### src/rtl/ccs_pkg.sv
// Shared constants, types and codes of the copy request chunk splitter.
package ccs_pkg;

   localparam int ADDR_W       = 48;
   localparam int LEN_W        = 24;
   localparam int MAX_LEN      = 16384;
   localparam int LINE_BYTES   = 64;
   localparam int PAGE_BYTES   = 4096;
   localparam int MAX_RESULTS  = 64;
   localparam int CNT_W        = $clog2(MAX_RESULTS);
   localparam int THR_W        = 16;
   localparam int WARM_W       = 2;
   localparam int THR_RESET    = 1023;
   localparam int WARM_RESET   = 2;
   localparam int CSR_ADDR_W   = 3;
   localparam int CSR_DATA_W   = 32;
   localparam int QUEUE_DEPTH  = 2;
   localparam int QPTR_W       = $clog2(QUEUE_DEPTH);
   localparam int QCNT_W       = $clog2(QUEUE_DEPTH + 1);

   typedef enum logic [1:0] {
      KIND_PLAIN  = 2'd0,
      KIND_PIECE  = 2'd1,
      KIND_LINES  = 2'd2,
      KIND_REJECT = 2'd3
   } kind_type;

   typedef enum logic [1:0] {
      CLS_PLAIN,
      CLS_REJECT,
      CLS_SPLIT
   } cls_type;

   typedef enum logic [1:0] {
      BK_IDLE,
      BK_FRINGE,
      BK_BODY
   } back_state_type;

   typedef enum logic {
      REG_PLAIN_THRESHOLD = 1'b0,
      REG_WARMUP_COUNT    = 1'b1
   } reg_index_type;

   typedef struct packed {
      logic [THR_W-1:0]  plain_threshold;
      logic [WARM_W-1:0] warmup_count;
      logic              warmup_load;
   } csr_type;

   typedef struct packed {
      logic [ADDR_W-1:0] dest;
      logic [ADDR_W-1:0] src;
      logic [LEN_W-1:0]  len;
      cls_type           cls;
   } job_type;

   typedef struct packed {
      logic full;
      logic empty;
   } queue_status_type;

endpackage

### src/rtl/ccs_if.sv
// Valid/ready channel interfaces for copy requests and chunk results.
interface ccs_req_if;
   logic                          valid;
   logic                          ready;
   logic [ccs_pkg::ADDR_W-1:0]    dest_addr;
   logic [ccs_pkg::ADDR_W-1:0]    src_addr;
   logic [ccs_pkg::LEN_W-1:0]     length;

   modport source (output valid, dest_addr, src_addr, length, input ready);
   modport sink   (input valid, dest_addr, src_addr, length, output ready);
endinterface

interface ccs_rsp_if;
   logic                          valid;
   logic                          ready;
   logic [ccs_pkg::ADDR_W-1:0]    chunk_dest;
   logic [ccs_pkg::ADDR_W-1:0]    chunk_src;
   logic [ccs_pkg::LEN_W-1:0]     chunk_len;
   logic [1:0]                    kind;
   logic                          last;

   modport source (output valid, chunk_dest, chunk_src, chunk_len, kind, last, input ready);
   modport sink   (input valid, chunk_dest, chunk_src, chunk_len, kind, last, output ready);
endinterface

### src/rtl/ccs_front.sv
// Front end: accepts copy requests, classifies them and tracks the warm-up.
module ccs_front (
   input  logic                      clock,
   input  logic                      reset,
   input  ccs_pkg::csr_type          csr,
   ccs_req_if.sink                   req,
   input  ccs_pkg::queue_status_type qstat,
   output logic                      push,
   output ccs_pkg::job_type          job
);
   import ccs_pkg::*;

   logic [WARM_W-1:0] warmup_left_ff;
   logic [WARM_W-1:0] warmup_left_in;
   logic              is_plain;
   logic              is_long;
   logic              in_warmup;

   always_comb begin
      is_plain  = req.length <= LEN_W'(csr.plain_threshold);
      is_long   = req.length > LEN_W'(MAX_LEN);
      in_warmup = warmup_left_ff != '0;
      req.ready = !qstat.full;
      push      = req.valid && !qstat.full;
      job.dest  = req.dest_addr;
      job.src   = req.src_addr;
      job.len   = req.length;
      if (is_plain) begin
         job.cls = CLS_PLAIN;
      end else if (is_long) begin
         job.cls = CLS_REJECT;
      end else if (in_warmup) begin
         job.cls = CLS_PLAIN;
      end else begin
         job.cls = CLS_SPLIT;
      end
      warmup_left_in = warmup_left_ff;
      if (csr.warmup_load) begin
         warmup_left_in = csr.warmup_count;
      end else if (push && !is_plain && !is_long && in_warmup) begin
         warmup_left_in = warmup_left_ff - WARM_W'(1);
      end
   end

   always_ff @(posedge clock) begin
      if (reset) begin
         warmup_left_ff <= WARM_W'(WARM_RESET);
      end else begin
         warmup_left_ff <= warmup_left_in;
      end
   end

endmodule

### src/rtl/ccs_queue.sv
// Short queue of classified requests between the front end and the back end.
module ccs_queue (
   input  logic                      clock,
   input  logic                      reset,
   input  logic                      push,
   input  ccs_pkg::job_type          job_in,
   input  logic                      pop,
   output ccs_pkg::job_type          job_out,
   output ccs_pkg::queue_status_type qstat
);
   import ccs_pkg::*;

   job_type           ent_ff [QUEUE_DEPTH];
   logic [QPTR_W-1:0] wr_ptr_ff;
   logic [QPTR_W-1:0] wr_ptr_in;
   logic [QPTR_W-1:0] rd_ptr_ff;
   logic [QPTR_W-1:0] rd_ptr_in;
   logic [QCNT_W-1:0] count_ff;
   logic [QCNT_W-1:0] count_in;

   always_comb begin
      qstat.full  = count_ff == QCNT_W'(QUEUE_DEPTH);
      qstat.empty = count_ff == '0;
      job_out     = ent_ff[rd_ptr_ff];
      wr_ptr_in   = wr_ptr_ff;
      rd_ptr_in   = rd_ptr_ff;
      count_in    = count_ff;
      if (push) begin
         wr_ptr_in = (wr_ptr_ff == QPTR_W'(QUEUE_DEPTH - 1)) ? '0 : wr_ptr_ff + QPTR_W'(1);
      end
      if (pop) begin
         rd_ptr_in = (rd_ptr_ff == QPTR_W'(QUEUE_DEPTH - 1)) ? '0 : rd_ptr_ff + QPTR_W'(1);
      end
      if (push && !pop) begin
         count_in = count_ff + QCNT_W'(1);
      end else if (pop && !push) begin
         count_in = count_ff - QCNT_W'(1);
      end
   end

   always_ff @(posedge clock) begin
      if (push) begin
         ent_ff[wr_ptr_ff] <= job_in;
      end
   end

   always_ff @(posedge clock) begin
      if (reset) begin
         wr_ptr_ff <= '0;
         rd_ptr_ff <= '0;
         count_ff  <= '0;
      end else begin
         wr_ptr_ff <= wr_ptr_in;
         rd_ptr_ff <= rd_ptr_in;
         count_ff  <= count_in;
      end
   end

endmodule

### src/rtl/ccs_back.sv
// Back end: fringe, page and line chunks, one per cycle while output is free.
module ccs_back (
   input  logic                      clock,
   input  logic                      reset,
   input  ccs_pkg::job_type          job,
   input  ccs_pkg::queue_status_type qstat,
   output logic                      pop,
   ccs_rsp_if.source                 rsp
);
   import ccs_pkg::*;

   back_state_type    state_ff;
   back_state_type    state_in;
   logic [ADDR_W-1:0] dest_ff;
   logic [ADDR_W-1:0] dest_in;
   logic [ADDR_W-1:0] src_ff;
   logic [ADDR_W-1:0] src_in;
   logic [LEN_W-1:0]  len_ff;
   logic [LEN_W-1:0]  len_in;
   logic [CNT_W-1:0]  cnt_ff;
   logic [CNT_W-1:0]  cnt_in;
   logic              rsp_valid_ff;
   logic              rsp_valid_in;
   logic [ADDR_W-1:0] out_dest_ff;
   logic [ADDR_W-1:0] out_dest_in;
   logic [ADDR_W-1:0] out_src_ff;
   logic [ADDR_W-1:0] out_src_in;
   logic [LEN_W-1:0]  out_len_ff;
   logic [LEN_W-1:0]  out_len_in;
   kind_type          out_kind_ff;
   kind_type          out_kind_in;
   logic              out_last_ff;
   logic              out_last_in;

   logic              out_free;
   logic [LEN_W-1:0]  line_off;
   logic [LEN_W-1:0]  fringe;
   logic [LEN_W-1:0]  fringe_len;
   logic [LEN_W-1:0]  soff;
   logic [LEN_W-1:0]  doff;
   logic [LEN_W-1:0]  page_min;
   logic [LEN_W-1:0]  piece_raw;
   logic [LEN_W-1:0]  piece;
   kind_type          piece_kind;
   logic              fringe_last;
   logic              piece_last;

   assign rsp.valid      = rsp_valid_ff;
   assign rsp.chunk_dest = out_dest_ff;
   assign rsp.chunk_src  = out_src_ff;
   assign rsp.chunk_len  = out_len_ff;
   assign rsp.kind       = out_kind_ff;
   assign rsp.last       = out_last_ff;

   always_comb begin
      out_free    = !rsp_valid_ff || rsp.ready;
      line_off    = LEN_W'(dest_ff % LINE_BYTES);
      fringe      = LEN_W'(LINE_BYTES) - line_off;
      fringe_len  = (fringe < len_ff) ? fringe : len_ff;
      fringe_last = fringe_len == len_ff;
      soff        = LEN_W'(PAGE_BYTES) - LEN_W'(src_ff % PAGE_BYTES);
      doff        = LEN_W'(PAGE_BYTES) - LEN_W'(dest_ff % PAGE_BYTES);
      page_min    = (soff < doff) ? soff : doff;
      piece_raw   = (page_min < len_ff) ? page_min : len_ff;
      if (cnt_ff == CNT_W'(MAX_RESULTS - 1)) begin
         piece      = len_ff;
         piece_kind = KIND_PIECE;
      end else if (piece_raw < LEN_W'(LINE_BYTES)) begin
         piece      = (len_ff >= LEN_W'(LINE_BYTES)) ? LEN_W'(LINE_BYTES) : len_ff;
         piece_kind = KIND_PIECE;
      end else begin
         piece      = piece_raw - LEN_W'(piece_raw % LINE_BYTES);
         piece_kind = KIND_LINES;
      end
      piece_last = piece == len_ff;

      pop          = 1'b0;
      state_in     = state_ff;
      dest_in      = dest_ff;
      src_in       = src_ff;
      len_in       = len_ff;
      cnt_in       = cnt_ff;
      rsp_valid_in = rsp_valid_ff && !rsp.ready;
      out_dest_in  = out_dest_ff;
      out_src_in   = out_src_ff;
      out_len_in   = out_len_ff;
      out_kind_in  = out_kind_ff;
      out_last_in  = out_last_ff;

      case (state_ff)
         BK_IDLE: begin
            if (!qstat.empty && out_free) begin
               pop = 1'b1;
               if (job.cls == CLS_SPLIT) begin
                  dest_in  = job.dest;
                  src_in   = job.src;
                  len_in   = job.len;
                  cnt_in   = '0;
                  state_in = BK_FRINGE;
               end else begin
                  rsp_valid_in = 1'b1;
                  out_dest_in  = job.dest;
                  out_src_in   = job.src;
                  out_len_in   = job.len;
                  out_kind_in  = (job.cls == CLS_REJECT) ? KIND_REJECT : KIND_PLAIN;
                  out_last_in  = 1'b1;
               end
            end
         end
         BK_FRINGE: begin
            if (line_off == '0) begin
               state_in = BK_BODY;
            end else if (out_free) begin
               rsp_valid_in = 1'b1;
               out_dest_in  = dest_ff;
               out_src_in   = src_ff;
               out_len_in   = fringe_len;
               out_kind_in  = KIND_PIECE;
               out_last_in  = fringe_last;
               dest_in      = dest_ff + ADDR_W'(fringe_len);
               src_in       = src_ff + ADDR_W'(fringe_len);
               len_in       = len_ff - fringe_len;
               cnt_in       = CNT_W'(1);
               state_in     = fringe_last ? BK_IDLE : BK_BODY;
            end
         end
         BK_BODY: begin
            if (out_free) begin
               rsp_valid_in = 1'b1;
               out_dest_in  = dest_ff;
               out_src_in   = src_ff;
               out_len_in   = piece;
               out_kind_in  = piece_kind;
               out_last_in  = piece_last;
               dest_in      = dest_ff + ADDR_W'(piece);
               src_in       = src_ff + ADDR_W'(piece);
               len_in       = len_ff - piece;
               cnt_in       = cnt_ff + CNT_W'(1);
               state_in     = piece_last ? BK_IDLE : BK_BODY;
            end
         end
         default: begin
            state_in = BK_IDLE;
         end
      endcase
   end

   always_ff @(posedge clock) begin
      dest_ff     <= dest_in;
      src_ff      <= src_in;
      len_ff      <= len_in;
      cnt_ff      <= cnt_in;
      out_dest_ff <= out_dest_in;
      out_src_ff  <= out_src_in;
      out_len_ff  <= out_len_in;
      out_kind_ff <= out_kind_in;
      out_last_ff <= out_last_in;
   end

   always_ff @(posedge clock) begin
      if (reset) begin
         state_ff     <= BK_IDLE;
         rsp_valid_ff <= 1'b0;
      end else begin
         state_ff     <= state_in;
         rsp_valid_ff <= rsp_valid_in;
      end
   end

endmodule

### src/rtl/copy_request_chunk_splitter_unit.sv
// Top level of the copy request chunk splitter with its configuration registers.
// Each copy request gives one or more chunk items. A request no longer than
// plain_threshold, a long request during the warm-up, and a request above
// 16384 bytes (rejected) each give one item; the back end issues it in the
// cycle after taking the request from the two-entry queue. A split request is
// first loaded into the back end, which then issues one chunk per cycle while
// the output register is free, the line fringe included. When the destination
// is already line aligned, the fringe step issues nothing and passes on to the
// body chunks. The back end's chunk walk limits the throughput; the front end
// keeps accepting requests while the queue has room, and a chunk waiting in the
// output register stalls the back end until the result side takes it.
module copy_request_chunk_splitter_unit (
   input  logic                             clock,
   input  logic                             reset,
   ccs_req_if.sink                          req_chan,
   ccs_rsp_if.source                        rsp_chan,
   input  logic                             csr_psel,
   input  logic                             csr_penable,
   input  logic                             csr_pwrite,
   input  logic [ccs_pkg::CSR_ADDR_W-1:0]   csr_paddr,
   input  logic [ccs_pkg::CSR_DATA_W-1:0]   csr_pwdata,
   output logic [ccs_pkg::CSR_DATA_W-1:0]   csr_prdata,
   output logic                             csr_pready
);
   import ccs_pkg::*;

   logic [THR_W-1:0]  thr_ff;
   logic [THR_W-1:0]  thr_in;
   logic [WARM_W-1:0] warm_ff;
   logic [WARM_W-1:0] warm_in;
   logic              csr_wr;
   reg_index_type     reg_index;
   csr_type           csr;
   queue_status_type  qstat;
   job_type           push_job;
   job_type           head_job;
   logic              push;
   logic              pop;

   assign csr_pready = 1'b1;

   always_comb begin
      csr_wr    = csr_psel && csr_penable && csr_pwrite && csr_pready;
      reg_index = reg_index_type'(csr_paddr[2]);
      thr_in    = thr_ff;
      warm_in   = warm_ff;
      csr.warmup_load = 1'b0;
      case (reg_index)
         REG_PLAIN_THRESHOLD: begin
            csr_prdata = CSR_DATA_W'(thr_ff);
            if (csr_wr) begin
               thr_in = csr_pwdata[THR_W-1:0];
            end
         end
         REG_WARMUP_COUNT: begin
            csr_prdata = CSR_DATA_W'(warm_ff);
            if (csr_wr) begin
               warm_in         = csr_pwdata[WARM_W-1:0];
               csr.warmup_load = 1'b1;
            end
         end
         default: begin
            csr_prdata = '0;
         end
      endcase
      csr.plain_threshold = thr_ff;
      csr.warmup_count    = warm_in;
   end

   always_ff @(posedge clock) begin
      if (reset) begin
         thr_ff  <= THR_W'(THR_RESET);
         warm_ff <= WARM_W'(WARM_RESET);
      end else begin
         thr_ff  <= thr_in;
         warm_ff <= warm_in;
      end
   end

   ccs_front u_front (
      .clock (clock),
      .reset (reset),
      .csr   (csr),
      .req   (req_chan),
      .qstat (qstat),
      .push  (push),
      .job   (push_job)
   );

   ccs_queue u_queue (
      .clock   (clock),
      .reset   (reset),
      .push    (push),
      .job_in  (push_job),
      .pop     (pop),
      .job_out (head_job),
      .qstat   (qstat)
   );

   ccs_back u_back (
      .clock (clock),
      .reset (reset),
      .job   (head_job),
      .qstat (qstat),
      .pop   (pop),
      .rsp   (rsp_chan)
   );

`ifndef SYNTHESIS
   a_queue_state: assert property (@(posedge clock) disable iff (reset)
      !(qstat.full && qstat.empty))
      else $error("Queue reports full and empty at once.");

   a_push_room: assert property (@(posedge clock) disable iff (reset)
      push |-> !qstat.full)
      else $error("Item pushed into a full queue.");

   a_pop_data: assert property (@(posedge clock) disable iff (reset)
      pop |-> !qstat.empty)
      else $error("Item popped from an empty queue.");

   a_single_last: assert property (@(posedge clock) disable iff (reset)
      rsp_chan.valid && (rsp_chan.kind == KIND_PLAIN || rsp_chan.kind == KIND_REJECT)
      |-> rsp_chan.last)
      else $error("Plain or rejected item is not marked last.");
`endif

endmodule
### src/flat_wrapper.sv
// flat-port wrapper written by rule: the top's interface ports become plain ports
module copy_request_chunk_splitter_unit_flat import ccs_pkg::*;
  (clock, reset, csr_psel, csr_penable, csr_pwrite, csr_paddr, csr_pwdata, csr_prdata, csr_pready, req_chan_valid, req_chan_dest_addr, req_chan_src_addr, req_chan_length, req_chan_ready, rsp_chan_valid, rsp_chan_chunk_dest, rsp_chan_chunk_src, rsp_chan_chunk_len, rsp_chan_kind, rsp_chan_last, rsp_chan_ready);
  ccs_req_if req_chan_i ();
  ccs_rsp_if rsp_chan_i ();
  input  logic clock;
  input  logic reset;
  input  logic csr_psel;
  input  logic csr_penable;
  input  logic csr_pwrite;
  input  logic [ccs_pkg::CSR_ADDR_W-1:0] csr_paddr;
  input  logic [ccs_pkg::CSR_DATA_W-1:0] csr_pwdata;
  output logic [ccs_pkg::CSR_DATA_W-1:0] csr_prdata;
  output logic csr_pready;
  input wire logic [$bits(req_chan_i.valid)-1:0] req_chan_valid;
  input wire logic [$bits(req_chan_i.dest_addr)-1:0] req_chan_dest_addr;
  input wire logic [$bits(req_chan_i.src_addr)-1:0] req_chan_src_addr;
  input wire logic [$bits(req_chan_i.length)-1:0] req_chan_length;
  output wire logic [$bits(req_chan_i.ready)-1:0] req_chan_ready;
  output wire logic [$bits(rsp_chan_i.valid)-1:0] rsp_chan_valid;
  output wire logic [$bits(rsp_chan_i.chunk_dest)-1:0] rsp_chan_chunk_dest;
  output wire logic [$bits(rsp_chan_i.chunk_src)-1:0] rsp_chan_chunk_src;
  output wire logic [$bits(rsp_chan_i.chunk_len)-1:0] rsp_chan_chunk_len;
  output wire logic [$bits(rsp_chan_i.kind)-1:0] rsp_chan_kind;
  output wire logic [$bits(rsp_chan_i.last)-1:0] rsp_chan_last;
  input wire logic [$bits(rsp_chan_i.ready)-1:0] rsp_chan_ready;
  assign req_chan_i.valid = req_chan_valid;
  assign req_chan_i.dest_addr = req_chan_dest_addr;
  assign req_chan_i.src_addr = req_chan_src_addr;
  assign req_chan_i.length = req_chan_length;
  assign req_chan_ready = req_chan_i.ready;
  assign rsp_chan_valid = rsp_chan_i.valid;
  assign rsp_chan_chunk_dest = rsp_chan_i.chunk_dest;
  assign rsp_chan_chunk_src = rsp_chan_i.chunk_src;
  assign rsp_chan_chunk_len = rsp_chan_i.chunk_len;
  assign rsp_chan_kind = rsp_chan_i.kind;
  assign rsp_chan_last = rsp_chan_i.last;
  assign rsp_chan_i.ready = rsp_chan_ready;
  copy_request_chunk_splitter_unit u_core (.clock(clock), .reset(reset), .req_chan(req_chan_i), .rsp_chan(rsp_chan_i), .csr_psel(csr_psel), .csr_penable(csr_penable), .csr_pwrite(csr_pwrite), .csr_paddr(csr_paddr), .csr_pwdata(csr_pwdata), .csr_prdata(csr_prdata), .csr_pready(csr_pready));
endmodule
### config.mk
export PLATFORM = sky130hd
export DESIGN_NAME = copy_request_chunk_splitter_unit_flat
export DESIGN_NICKNAME = d
export VERILOG_FILES = /design/src/rtl/ccs_pkg.sv /design/src/rtl/ccs_if.sv /design/src/rtl/ccs_front.sv /design/src/rtl/ccs_queue.sv /design/src/rtl/ccs_back.sv /design/src/rtl/copy_request_chunk_splitter_unit.sv /design/src/flat_wrapper.sv
export SDC_FILE = /design/constraint.sdc
export NUM_CORES = 1
export LEC_CHECK = 0
export ABC_AREA = 1
export BUFFER_PORTS_ARGS = -buffer_cell sky130_fd_sc_hd__buf_2
export CAP_MARGIN = 20
export CORE_MARGIN = 1.5
export CORE_UTILIZATION = 50
export CTS_BUF_LIST = sky130_fd_sc_hd__clkbuf_8
export DETAILED_ROUTE_END_ITERATION = 8
export GPL_TIMING_DRIVEN = 0
export PLACE_DENSITY_LB_ADDON = 0.2
export SYNTH_ARGS = -nofsm -noshare
export SYNTH_HDL_FRONTEND = slang
export SYNTH_HIERARCHICAL = 1
export SYNTH_SLANG_ARGS = --single-unit
### constraint.sdc
create_clock -name clock -period 9.1 [get_ports clock]
set_input_delay 1.82 -clock clock [delete_from_list [all_inputs] [get_ports clock]]
set_output_delay 1.82 -clock clock [all_outputs]
set_load 0.01 [all_outputs]
==> out/results.txt, run 1 <==
DP Wirelength = 63300 µm
Initial DRC count = 1824
CP Class = flop to flop
Yosys warns = 6
Die height = 244 µm
Status = completed
Synth cell types = 66
Leakage power = 14.5 nW
Number of flops mapped to enable cells by yosys = 493
CTS tree = built
Crit-path max cell delay = 0.44 ns
Fmax = 117 MHz
Vias = 21886
Full die area = 0.0596 mm²
Top sig layer = met5
Clk Latency, worst-skew pair = 0.69 ns
Starting Density = 50.5%
Nets = 3514
Core region area = 0.0576 mm²
Register area share after synthesis = 52.8%
Total power = 0.0108 W
Die Wd = 244 µm
Minimum clock period = 8.56 ns
Crit path top cell by count = nand2_1
WL per Instance = 20.6 µm
Worst min-delay path class = flop to flop
Worst r2r path cells = 48
RePlAce Congestion = 0.934
Met3 Routed Length = 6140 µm
TritonCTS Buffers = 88
Endpoints failing hold = 0
Max VDD drop = 0.171 mV
Worst clock skew = 0.0415 ns
Setup TNS Final = 0 ns
Cells after Synth = 2899
N_diodes = 0
Worst path slowest cell = edfxtp_1
Number of port buffers = 187
WP data required = 9.52 ns
Root Driver = clkbuf_8
Relative slew slack = 19.9%
First-pass GRT wire length = 124000 µm
Vias in the first global route = 21389
Core Util, Final = 57.9%
Crit path DAT = 8.98 ns
Reg-to-reg slack, setup = 0.54 ns
Synth-to-Final Area Change = 14.7%
Fin area = 0.0334 mm²
DRC viols = 0
Tcrit/Tclk final = 94.0%
Drt first pass iters = 6
Crit end category = flop
Vias per std cell = 5.40
Max cap viols = 0
Clock Tree Buf Depth = 3
Final setup vio count = 0
Cts hold-fix bufs = 0
Main flop type after synthesis = edfxtp_1
CTS sink count = 521
Mapped cell area = 0.0291 mm²
Tightest Pin Transition = 1.20 ns
I/O Pins = 320
Post-DP Area = 0.0314 mm²
ANT nets after route = 0
Worst Hold Depth = 2
Mapped Avg Cell Area = 10.0 µm²
Routed metal-1 wirelength = 36900 µm
Share of post-route cells with drive strength above 1 = 21.5%
Num rows = 88
Worst-path maximum fanout = 10
Largest net degree at the start of global routing = 83
Fin. max-slew vios = 0
H-tree Lvls = 3
Antenna violations before repair = 5
FF+latch count, synth = 521
GRT overflow = 0
Post-synth ARST share = 0%
Startpoint types = flop
Power per cell area = 323 mW/mm²
Tot GR Track Use = 27.6%
Clock-pin slew on the worst setup and hold paths = 0.07 ns
Post-Route WL = 83500 µm
Routed wl met2 = 38300 µm
[layout make-up]
type                    count  area (µm²)
clock inverters            69         544
well taps                 765         957
plain buffers             204        1410
clock buffers              92        1270
fillers                  4988       24200
inverters                 324        1220
multi-input cells        1865       11300
repair buffers            210        1330
flip-flops and latches    521       15400
[path summary, 6_finish.rpt]
| kind | start | to |
|---|---|---|
| worst max-delay path | u_core/u_back/dest_ff[1] | u_core/u_back/dest_ff[39] |
| worst min-delay path | u_core/thr_ff[1] | u_core/thr_ff[1] |
| worst max register to register | u_core/u_back/dest_ff[1] | u_core/u_back/dest_ff[39] |
| worst min register to register | u_core/thr_ff[1] | u_core/thr_ff[1] |
[placed cells by master (no fill, tap or decap), drive strengths merged, types with 4 or more instances in the layout]
master,synthesis,layout
buf,162,372
o21bai,5,5
nand2,641,641
nor3,44,44
a21boi,6,6
nand3,92,92
a211oi,5,5
o311ai,5,5
nor2,218,218
conb,2,17
dfxtp,28,28
a31oi,11,11
clkinv,0,27
clkbuf,42,134
nand3b,6,6
xnor2,16,16
o22ai,6,6
o221ai,7,7
nand4,24,24
ha,134,134
fa,4,4
o211ai,11,11
o21ai,247,247
o21a,8,8
edfxtp,493,493
mux2,125,125
inv,324,356
bufinv,0,8
a21o,12,12
nor4,15,15
or2,8,8
a21oi,143,143
xor2,33,33
mux2i,6,6
[stage by stage]
step,setup slack (ns),cells,hold WS [ns]
after floorplan,1.02,2914,0.451
after global placement,-2.93,3866,0.480
after detailed placement,-0.265,3881,0.476
after CTS,0.0128,4043,0.491
after global routing,-0.0121,4050,0.521
final,0.544,4050,0.489
[power breakdown]
group | internal (W) | switching [W] | total, W
clock | 0.00118 | 0.000989 | 0.00217
combinational | 0.00158 | 0.00302 | 0.00460
sequential | 0.00366 | 0.000337 | 0.00400
[flip-flops by register name, indices dropped and copies added (netlist names), named ones only]
name                           count
u_core/u_back/cnt_ff               6
u_core/u_back/rsp.kind             2
u_core/u_queue/rd_ptr_ff           1
u_core/u_back/dest_ff             48
u_core/u_back/rsp.valid            1
u_core/u_queue/count_ff            2
u_core/u_back/len_ff              24
u_core/u_queue/wr_ptr_ff           1
u_core/u_back/rsp.chunk_src       48
u_core/u_queue/ent_ff            244
u_core/u_back/src_ff              48
u_core/thr_ff                     16
u_core/u_back/rsp.chunk_dest      48
u_core/u_front/warmup_left_ff      2
u_core/warm_ff                     2
u_core/u_back/rsp.chunk_len       24
u_core/u_back/state_ff             2
u_core/u_back/rsp.last             1
[critical path, delay by kind of cell, from the launching register on]
family,cells,cell delay (ns)
xor gates and xnor gates,1,0.27
adders and majority gates,3,0.82
DFF,1,0.44
and+or+nand+nor,26,3.66
AOI/OAI and AO/OA,12,2.30
buffers and inverters,6,0.74
[cell families after synthesis]
group | count (synthesis) | share of synthesized area (%)
xor+xnor | 49 | 1.48
mux | 131 | 6.08
other cells | 2 | 0.0258
buf+inv | 528 | 9.01
simple gates | 1055 | 15.5
compound gates | 475 | 9.03
flops | 521 | 52.8
fa+ha+maj | 138 | 6.04
[synthesized netlist by cell type (all sizes together), types with 6 or more instances]
| cell | number | area share [%] |
|---|---|---|
| a21boi | 6 | 0.18 |
| a21o | 12 | 0.32 |
| a21oi | 143 | 2.5 |
| a31oi | 11 | 0.24 |
| buf | 162 | 4.3 |
| clkbuf | 42 | 0.58 |
| dfxtp | 28 | 1.9 |
| edfxtp | 493 | 51 |
| ha | 134 | 5.8 |
| inv | 324 | 4.2 |
| mux2 | 125 | 5.9 |
| mux2i | 6 | 0.21 |
| nand2 | 641 | 8.5 |
| nand3 | 92 | 1.8 |
| nand3b | 6 | 0.15 |
| nand4 | 24 | 0.54 |
| nor2 | 218 | 3.0 |
| nor3 | 44 | 0.92 |
| nor4 | 15 | 0.32 |
| o211ai | 11 | 0.28 |
| o21a | 8 | 0.21 |
| o21ai | 247 | 4.3 |
| o221ai | 7 | 0.21 |
| o22ai | 6 | 0.13 |
| or2 | 8 | 0.17 |
| xnor2 | 16 | 0.48 |
| xor2 | 33 | 0.99 |
[metal layers]
metal | track usage (%) | up-vias
li1 | - | 10459
met1 | 38.7 | 10466
met2 | 43.5 | 817
met3 | 4.87 | 134
met4 | 9.08 | 10
met5 | 0 | -
[what timing repair did]
action	in CTS	in global routing
resized for setup	2	20
endpoints found under the setup margin	24	66
setup buffers	1	7
pin swaps	1	7
No activity file was read; power rests on OpenSTA's default activity.
==> inputs of run 2 (changes only) <==
ABC_CLOCK_PERIOD_IN_PS = 9100   (was default)
CTS_BUF_LIST = default   (was sky130_fd_sc_hd__clkbuf_8)
==> run 2 against run 1 <==
Compared with the run above: clock skew down 0.015 ns; register-to-register slack about the same; worst hold slack worse by 0.0042 ns; combinational power about the same.
==> out/results.txt, run 2 (synthesis gave the netlist of run 1 again) <==
Largest net degree at the start of global routing = 83 (unchanged)
CTS tree = built
Full die area = 0.0596 mm² (unchanged)
Crit end category = flop
Worst r2r path cells = 53 (+10%)
Max VDD drop = 0.206 mV (+20%)
Largest register FFs = 244 (unchanged)
Die height = 244 µm (unchanged)
Min Hold Slack = 0.485 ns (-0.00418 ns)
I/O Pins = 320 (unchanged)
Num rows = 88 (unchanged)
WP data required = 9.47 ns (-0.05 ns)
Root Driver = clkbuf_16
Status = completed
CTS sink count = 521 (unchanged)
Most frequent cells in the layout = 626 x nand2_1, 493 x edfxtp_1, 315 x inv_1
Die Wd = 244 µm (unchanged)
Vias in the first global route = 21040 (-1.6%)
Crit path DAT = 8.93 ns (-0.05 ns)
Tot GR Track Use = 27.4% (-0.21 points)
# placed instances = 3881 (unchanged)
Final setup vio count = 0 (unchanged)
H-tree Lvls = 2 (-1)
Worst-path maximum fanout = 10 (unchanged)
Core region area = 0.0576 mm² (unchanged)
Worst Hold Depth = 2 (unchanged)
CP Class = flop to flop
Leakage power = 14.3 nW (-1.0%)
Endpoints failing hold = 0 (unchanged)
Tightest Pin Transition = 1.17 ns (-0.0319 ns)
Reg-to-reg slack, setup = 0.54 ns (about the same)
RePlAce Congestion = 0.934 (unchanged)
Post-Route WL = 83200 µm (-0.31%)
Initial DRC count = 1834 (+0.55%)
Number of port buffers = 187 (unchanged)
Vias = 21808 (-0.36%)
Clk Latency, worst-skew pair = 0.63 ns (-0.06 ns)
Power per cell area = 327 mW/mm² (+1.2%)
Cts hold-fix bufs = 0 (unchanged)
Crit-path max cell delay = 0.45 ns (about the same)
Tcrit/Tclk final = 94.1% (about the same)
GRT overflow = 0 (unchanged)
Relative slew slack = 22.0% (+2.1 points)
N_diodes = 0 (unchanged)
WL per Instance = 20.9 µm (+1.3%)
Starting Density = 50.5% (unchanged)
Max cap viols = 0 (unchanged)
Post-Layout Cell Count = 3987 (-1.6%)
Top reg by flops = u_core/u_queue/ent_ff
Nets = 3482 (-0.91%)
Commonest non-fill, non-tap cell in the layout = nand2_1
Share of post-route cells with drive strength above 1 = 20.8% (-0.70 points)
Vias per std cell = 5.47 (+1.2%)
First-pass GRT wire length = 124000 µm (-0.58%)
RR Endpoint = u_core/u_back/dest_ff[39]
DP Wirelength = 63300 µm (unchanged)
ANT nets after route = 0 (unchanged)
Clock Tree Buf Depth = 3 (unchanged)
Worst clock skew = 0.0266 ns (-0.0149 ns)
Worst Hold End = u_core/thr_ff[1]
Clock-pin slew on the worst setup and hold paths = 0.07 ns (about the same)
Fin. max-slew vios = 0 (unchanged)
Fmax = 117 MHz (about the same)
Minimum clock period = 8.56 ns (+0.00545 ns)
DRC viols = 0 (unchanged)
Antenna violations before repair = 6 (+1)
Drt first pass iters = 6 (unchanged)
Synth-to-Final Area Change = 14.8% (about the same)
Hold path start = u_core/thr_ff[1]
Worst min-delay path class = flop to flop
Crit path top cell by count = nand2_1
TritonCTS Buffers = 55 (-38%)
Worst path slowest cell = edfxtp_1
Worst r2r src = u_core/u_back/dest_ff[0]
Startpoint types = flop
run 2: report_power, final:
group	switching (W)	total, W	internal [W]
registers	0.000341	0.00400	0.00366
logic	0.00303	0.00461	0.00158
clock network	0.000983	0.00230	0.00131
run 2: through the flow:
stage,total power (W),utilization [%],setup WS (ns),cell area (µm²),setup TNS [ns]
2_1_floorplan,0.00689,-,1.02,29100,0
3_3_place_gp,0.00849,53.9,-2.93,31000,-753.46
3_5_place_dp,0.00855,54.5,-0.265,31400,-2.02
4_1_cts,0.0109,57.7,0.0440,33200,0
5_1_grt,0.0115,58.0,-0.00742,33400,-0.00742
6_report,0.0109,58.0,0.538,33400,0
run 2: what timing repair did:
action                     CTS  global route
setup endpoints to repair   21            61
resized for setup            2            20
pin swaps                    1             7
setup buffers                1             8
run 2: worst max-delay path by stage:
stage                                   from                        end  slack, ns
global placement              rsp_chan_ready   u_core/u_back/src_ff[38]      -2.93
global route        u_core/u_back/dest_ff[0]  u_core/u_back/dest_ff[42]     -0.007
finish              u_core/u_back/dest_ff[0]  u_core/u_back/dest_ff[39]       0.54
floorplan                     rsp_chan_ready    u_core/u_back/cnt_ff[0]       1.02
detailed placement  u_core/u_back/dest_ff[0]  u_core/u_back/dest_ff[33]      -0.26
CTS                 u_core/u_back/dest_ff[0]  u_core/u_back/dest_ff[42]       0.04
run 2: per-layer routing:
metal / vias up / part of all wire, % / global-route usage [%]
met2: 781 / 46 / 43.5
li1: 10388 / - / -
met1: 10481 / 44 / 39.0
met5: - / 0.078 / 0
met3: 146 / 7.0 / 3.99
met4: 12 / 2.8 / 8.28
run 2: cell type report:
class / count / area, µm²
fill: 4938 / 24200
inverter: 324 / 1220
tap: 765 / 957
clock buffer: 59 / 1390
clock inverter: 38 / 444
multi-input combinational: 1865 / 11300
buffer: 204 / 1410
sequential: 521 / 15400
timing repair buffer: 211 / 1340
run 2: worst max-delay path: cells and delay by family (launching register included):
family                     cells  cell delay [ns]
adders and majority gates      4             1.08
AOI/OAI and AO/OA              9             1.70
DFF                            1             0.45
buffers and inverters          9             0.96
and+or+nand+nor               31             4.09
==> inputs of run 3 (changes only) <==
ABC_AREA = default   (was 1)
==> run 3 against run 2 <==
Compared with the run above: die area grew 1.2%; total power down 9.5%; clock skew is 0.012 ns higher; cell area up 2.5%; register-to-register slack worse by 0.22 ns; final cell count shrank 10%; first-iteration DRC count grew 5.9%; synthesized cell count shrank 15%; highest routed layer unchanged.
==> out/results.txt, run 3 <==
GR Util met2 = 43.0% (-0.43 points)
Worst path slowest cell = or4_4
Crit path DAT = 9.18 ns (+0.25 ns)
Worst-path maximum fanout = 10 (unchanged)
RePlAce Congestion = 1.01 (+8.1%)
Drt first pass iters = 6 (unchanged)
RSZ-0062 raised after global routing = no
H-tree Lvls = 2 (unchanged)
Yosys warns = 6 (unchanged)
Xor/xnor cell area share of the yosys netlist = 2.68% (+1.2 points)
Mapped Avg Cell Area = 11.9 µm² (+19%)
Setup TNS Final = 0 ns (unchanged)
Met1 Resource Use GR = 36.3% (-2.7 points)
Register area share after synthesis = 52.2% (-0.61 points)
Starting Density = 50.8% (+0.30 points)
Relative slew slack = 20.3% (-1.7 points)
Share of post-route cells with drive strength above 1 = 27.6% (+6.8 points)
Post-synth top area share = 50.3% (-0.59 points)
Fin. max-slew vios = 0 (unchanged)
Global route hottest layer = met2
Combinational Power Share = 38.2% (-4.0 points)
Antenna violations before repair = 5 (-1)
Area contributors post-synth = edfxtp_1 50%, ha_1 5.7%, mux2_2 5.4%, mux2_4 4.1%, buf_4 3.5%
P_int = 0.00643 W (-2.0%)
Crit end category = flop
Post-Synth Simple-Gate Area = 11.4% (-4.1 points)
Largest net degree at the start of global routing = 52 (-37%)
# placed instances = 3462 (-11%)
Commonest non-fill, non-tap cell in the layout = edfxtp_1
Worst clock skew = 0.0383 ns (+0.0117 ns)
GRT overflow = 0 (unchanged)
Largest register FFs = 244 (unchanged)
Worst r2r src = u_core/u_back/src_ff[6]
Synth Area in Compound Gates = 11.1% (+2.1 points)
Tightest Pin Transition = 1.20 ns (+0.0256 ns)
Worst Hold End = u_core/warm_ff[0]
Clock Tree Buf Depth = 3 (unchanged)
Nets = 3071 (-12%)
Core region area = 0.0579 mm² (+0.57%)
First-pass GRT wire length = 123000 µm (-0.74%)
Top reg by flops = u_core/u_queue/ent_ff
Number of port buffers = 187 (unchanged)
Max VDD drop = 0.188 mV (-8.6%)
Fmax = 114 MHz (-2.5%)
Net Sw Frac = 34.9% (-5.0 points)
Number of flops mapped to enable cells by yosys = 493 (unchanged)
Worst r2r path cells = 34 (-36%)
N_diodes = 0 (unchanged)
Sw power = 0.00344 W (-21%)
Reg-to-reg slack, setup = 0.32 ns (-0.22 ns)
Leakage power = 13.2 nW (-8.1%)
Initial DRC count = 1943 (+5.9%)
Worst min-delay path class = flop to flop
Power per cell area = 288 mW/mm² (-12%)
Post-Route WL = 82400 µm (-1.0%)
Final setup vio count = 0 (unchanged)
Status = completed
DP Wirelength = 61900 µm (-2.2%)
Most frequent cells in the layout = 493 x edfxtp_1, 195 x buf_2, 184 x nand2_1
Startpoint types = flop
Synth cell types = 89 (+35%)
Cts hold-fix bufs = 0 (unchanged)
Top cells by count, synth = 493 x edfxtp_1, 184 x nand2_1, 141 x mux2_2, 141 x nor2_1, 137 x buf_4
Post-Layout Cell Count = 3582 (-10%)
Crit-path max cell delay = 0.58 ns (+0.13 ns)
Global routing met3 resource utilization = 5.22% (+1.2 points)
Adder-cell share of the synthesized area = 5.97% (-0.070 points)
Die Wd = 246 µm (+0.58%)
Tot GR Track Use = 26.9% (-0.50 points)
Die height = 246 µm (+0.58%)
Vias in the first global route = 20649 (-1.9%)
TritonCTS Buffers = 55 (unchanged)
ANT nets after route = 0 (unchanged)
WL per Instance = 23.0 µm (+10%)
Count leader, synth = edfxtp_1
Mux cell area share after synthesis = 10.5% (+4.4 points)
Worst Hold Depth = 2 (unchanged)
Fill count = 4751 (-3.8%)
Main flop type after synthesis = edfxtp_1
Post-synth ARST share = 0% (unchanged)
CTS tree = built
Vias = 21058 (-3.4%)
Largest family of logic cells by synthesized area = simple AND/OR/NAND/NOR gates
Mapped cell area = 0.0294 mm² (+1.2%)
Cells after Synth = 2473 (-15%)
Critical Path Start = u_core/u_back/src_ff[6]
Num rows = 88 (unchanged)
Full die area = 0.0603 mm² (+1.2%)
Clk Latency, worst-skew pair = 0.64 ns (about the same)
Endpoints failing hold = 0 (unchanged)
Clk pwr share = 23.4% (+2.3 points)
Vias per std cell = 5.88 (+7.5%)
CP Class = flop to flop
CTS sink count = 521 (unchanged)
Max cap viols = 0 (unchanged)
I/O Pins = 320 (unchanged)
Synth-to-Final Area Change = 16.3%
Root Driver = clkbuf_16
FF+latch count, synth = 521 (unchanged)
Tcrit/Tclk final = 96.5% (+2.4 points)
Clock-pin slew on the worst setup and hold paths = 0.07 ns (about the same)
DRC viols = 0 (unchanged)
WP data required = 9.49 ns (+0.02 ns)
Minimum clock period = 8.78 ns (+0.223 ns)
Part of the power in registers = 38.4% (+1.7 points)
Leading area contributor after synthesis = edfxtp_1
RR Endpoint = u_core/u_back/src_ff[30]
Hold path start = u_core/warm_ff[0]
==> run 3: worst max-delay path by stage <==
| stage | end | slack, ns | cells past startpoint |
|---|---|---|---|
| after floorplan | u_core/u_back/dest_ff[33] | 0.65 | 30 |
| after global placement | u_core/u_queue/ent_ff[0][26] | -2.60 | 3 |
| after detailed placement | u_core/u_back/src_ff[26] | -1.39 | 29 |
| after CTS | u_core/u_back/dest_ff[46] | 0.04 | 34 |
| after global routing | u_core/u_back/dest_ff[33] | 0.02 | 34 |
| final | u_core/u_back/src_ff[30] | 0.32 | 34 |
==> run 3: worst max-delay path, delay by kind of cell (launching register included) <==
| family | cells | cell delay [ns] |
|---|---|---|
| xor gates and xnor gates | 1 | 0.19 |
| and+or+nand+nor | 14 | 3.57 |
| AOI/OAI and AO/OA | 9 | 1.80 |
| buffers and inverters | 5 | 0.84 |
| DFF | 1 | 0.45 |
| muxes | 1 | 0.35 |
| adders and majority gates | 4 | 1.35 |
==> run 3: routing by layer <==
layer | vias up | part of all wire [%]
li1 | 9745 | -
met4 | 8 | 3.9
met2 | 903 | 46
met1 | 10217 | 42
met3 | 185 | 8.2
met5 | - | 0.072
==> run 3: what timing repair did <==
item                       in CTS  in global routing
hold endpoints to repair        0                  0
resized for setup              53                 37
buffers inserted               10                  8
setup endpoints to repair      90                 64
gates cloned                    0                  0
pin swaps                       8                 11
==> run 3: through the flow <==
stage	total power (W)	cell area, µm²	hold slack [ns]	utilization (%)	setup WS, ns
after global routing	0.0103	34200	0.533	59.1	0.0151
after detailed placement	0.00750	31900	0.481	55.1	-1.39
after global placement	0.00738	31400	0.468	54.2	-2.60
after CTS	0.00987	34000	0.490	58.7	0.0388
final	0.00987	34200	0.490	59.1	0.315
after floorplan	0.00615	29500	0.455	-	0.648
==> run 3: cells by family after synthesis <==
family,Yosys count
AO/OA/AOI/OAI,496
XOR/XNOR,90
adder cells (fa/ha/maj),138
buffers and inverters,314
flip-flops,521
multiplexers,250
other,2
AND/OR/NAND/NOR,662
==> run 3: final cells by class <==
| cell class | instances | area (µm²) | share of cell area (%) |
|---|---|---|---|
| flip-flops and latches | 521 | 15400 | 44.9 |
| multi-input cells | 1653 | 12600 | 36.9 |
| repair buffers | 227 | 1580 | 4.61 |
| plain buffers | 223 | 1500 | 4.39 |
| clock buffers | 60 | 1400 | 4.08 |
| well taps | 765 | 957 | 2.80 |
| clock inverters | 43 | 472 | 1.38 |
| inverters | 90 | 338 | 0.987 |
==> run 3: power by group through the flow <==
stage          Sequential (W)  Combinational, W  Clock (W)
4_1_cts               0.00379           0.00373    0.00236
5_1_grt               0.00384           0.00405    0.00244
3_3_place_gp          0.00399           0.00339          0
3_5_place_dp          0.00383           0.00366          0
2_1_floorplan         0.00402           0.00213          0
6_report              0.00378           0.00377    0.00231
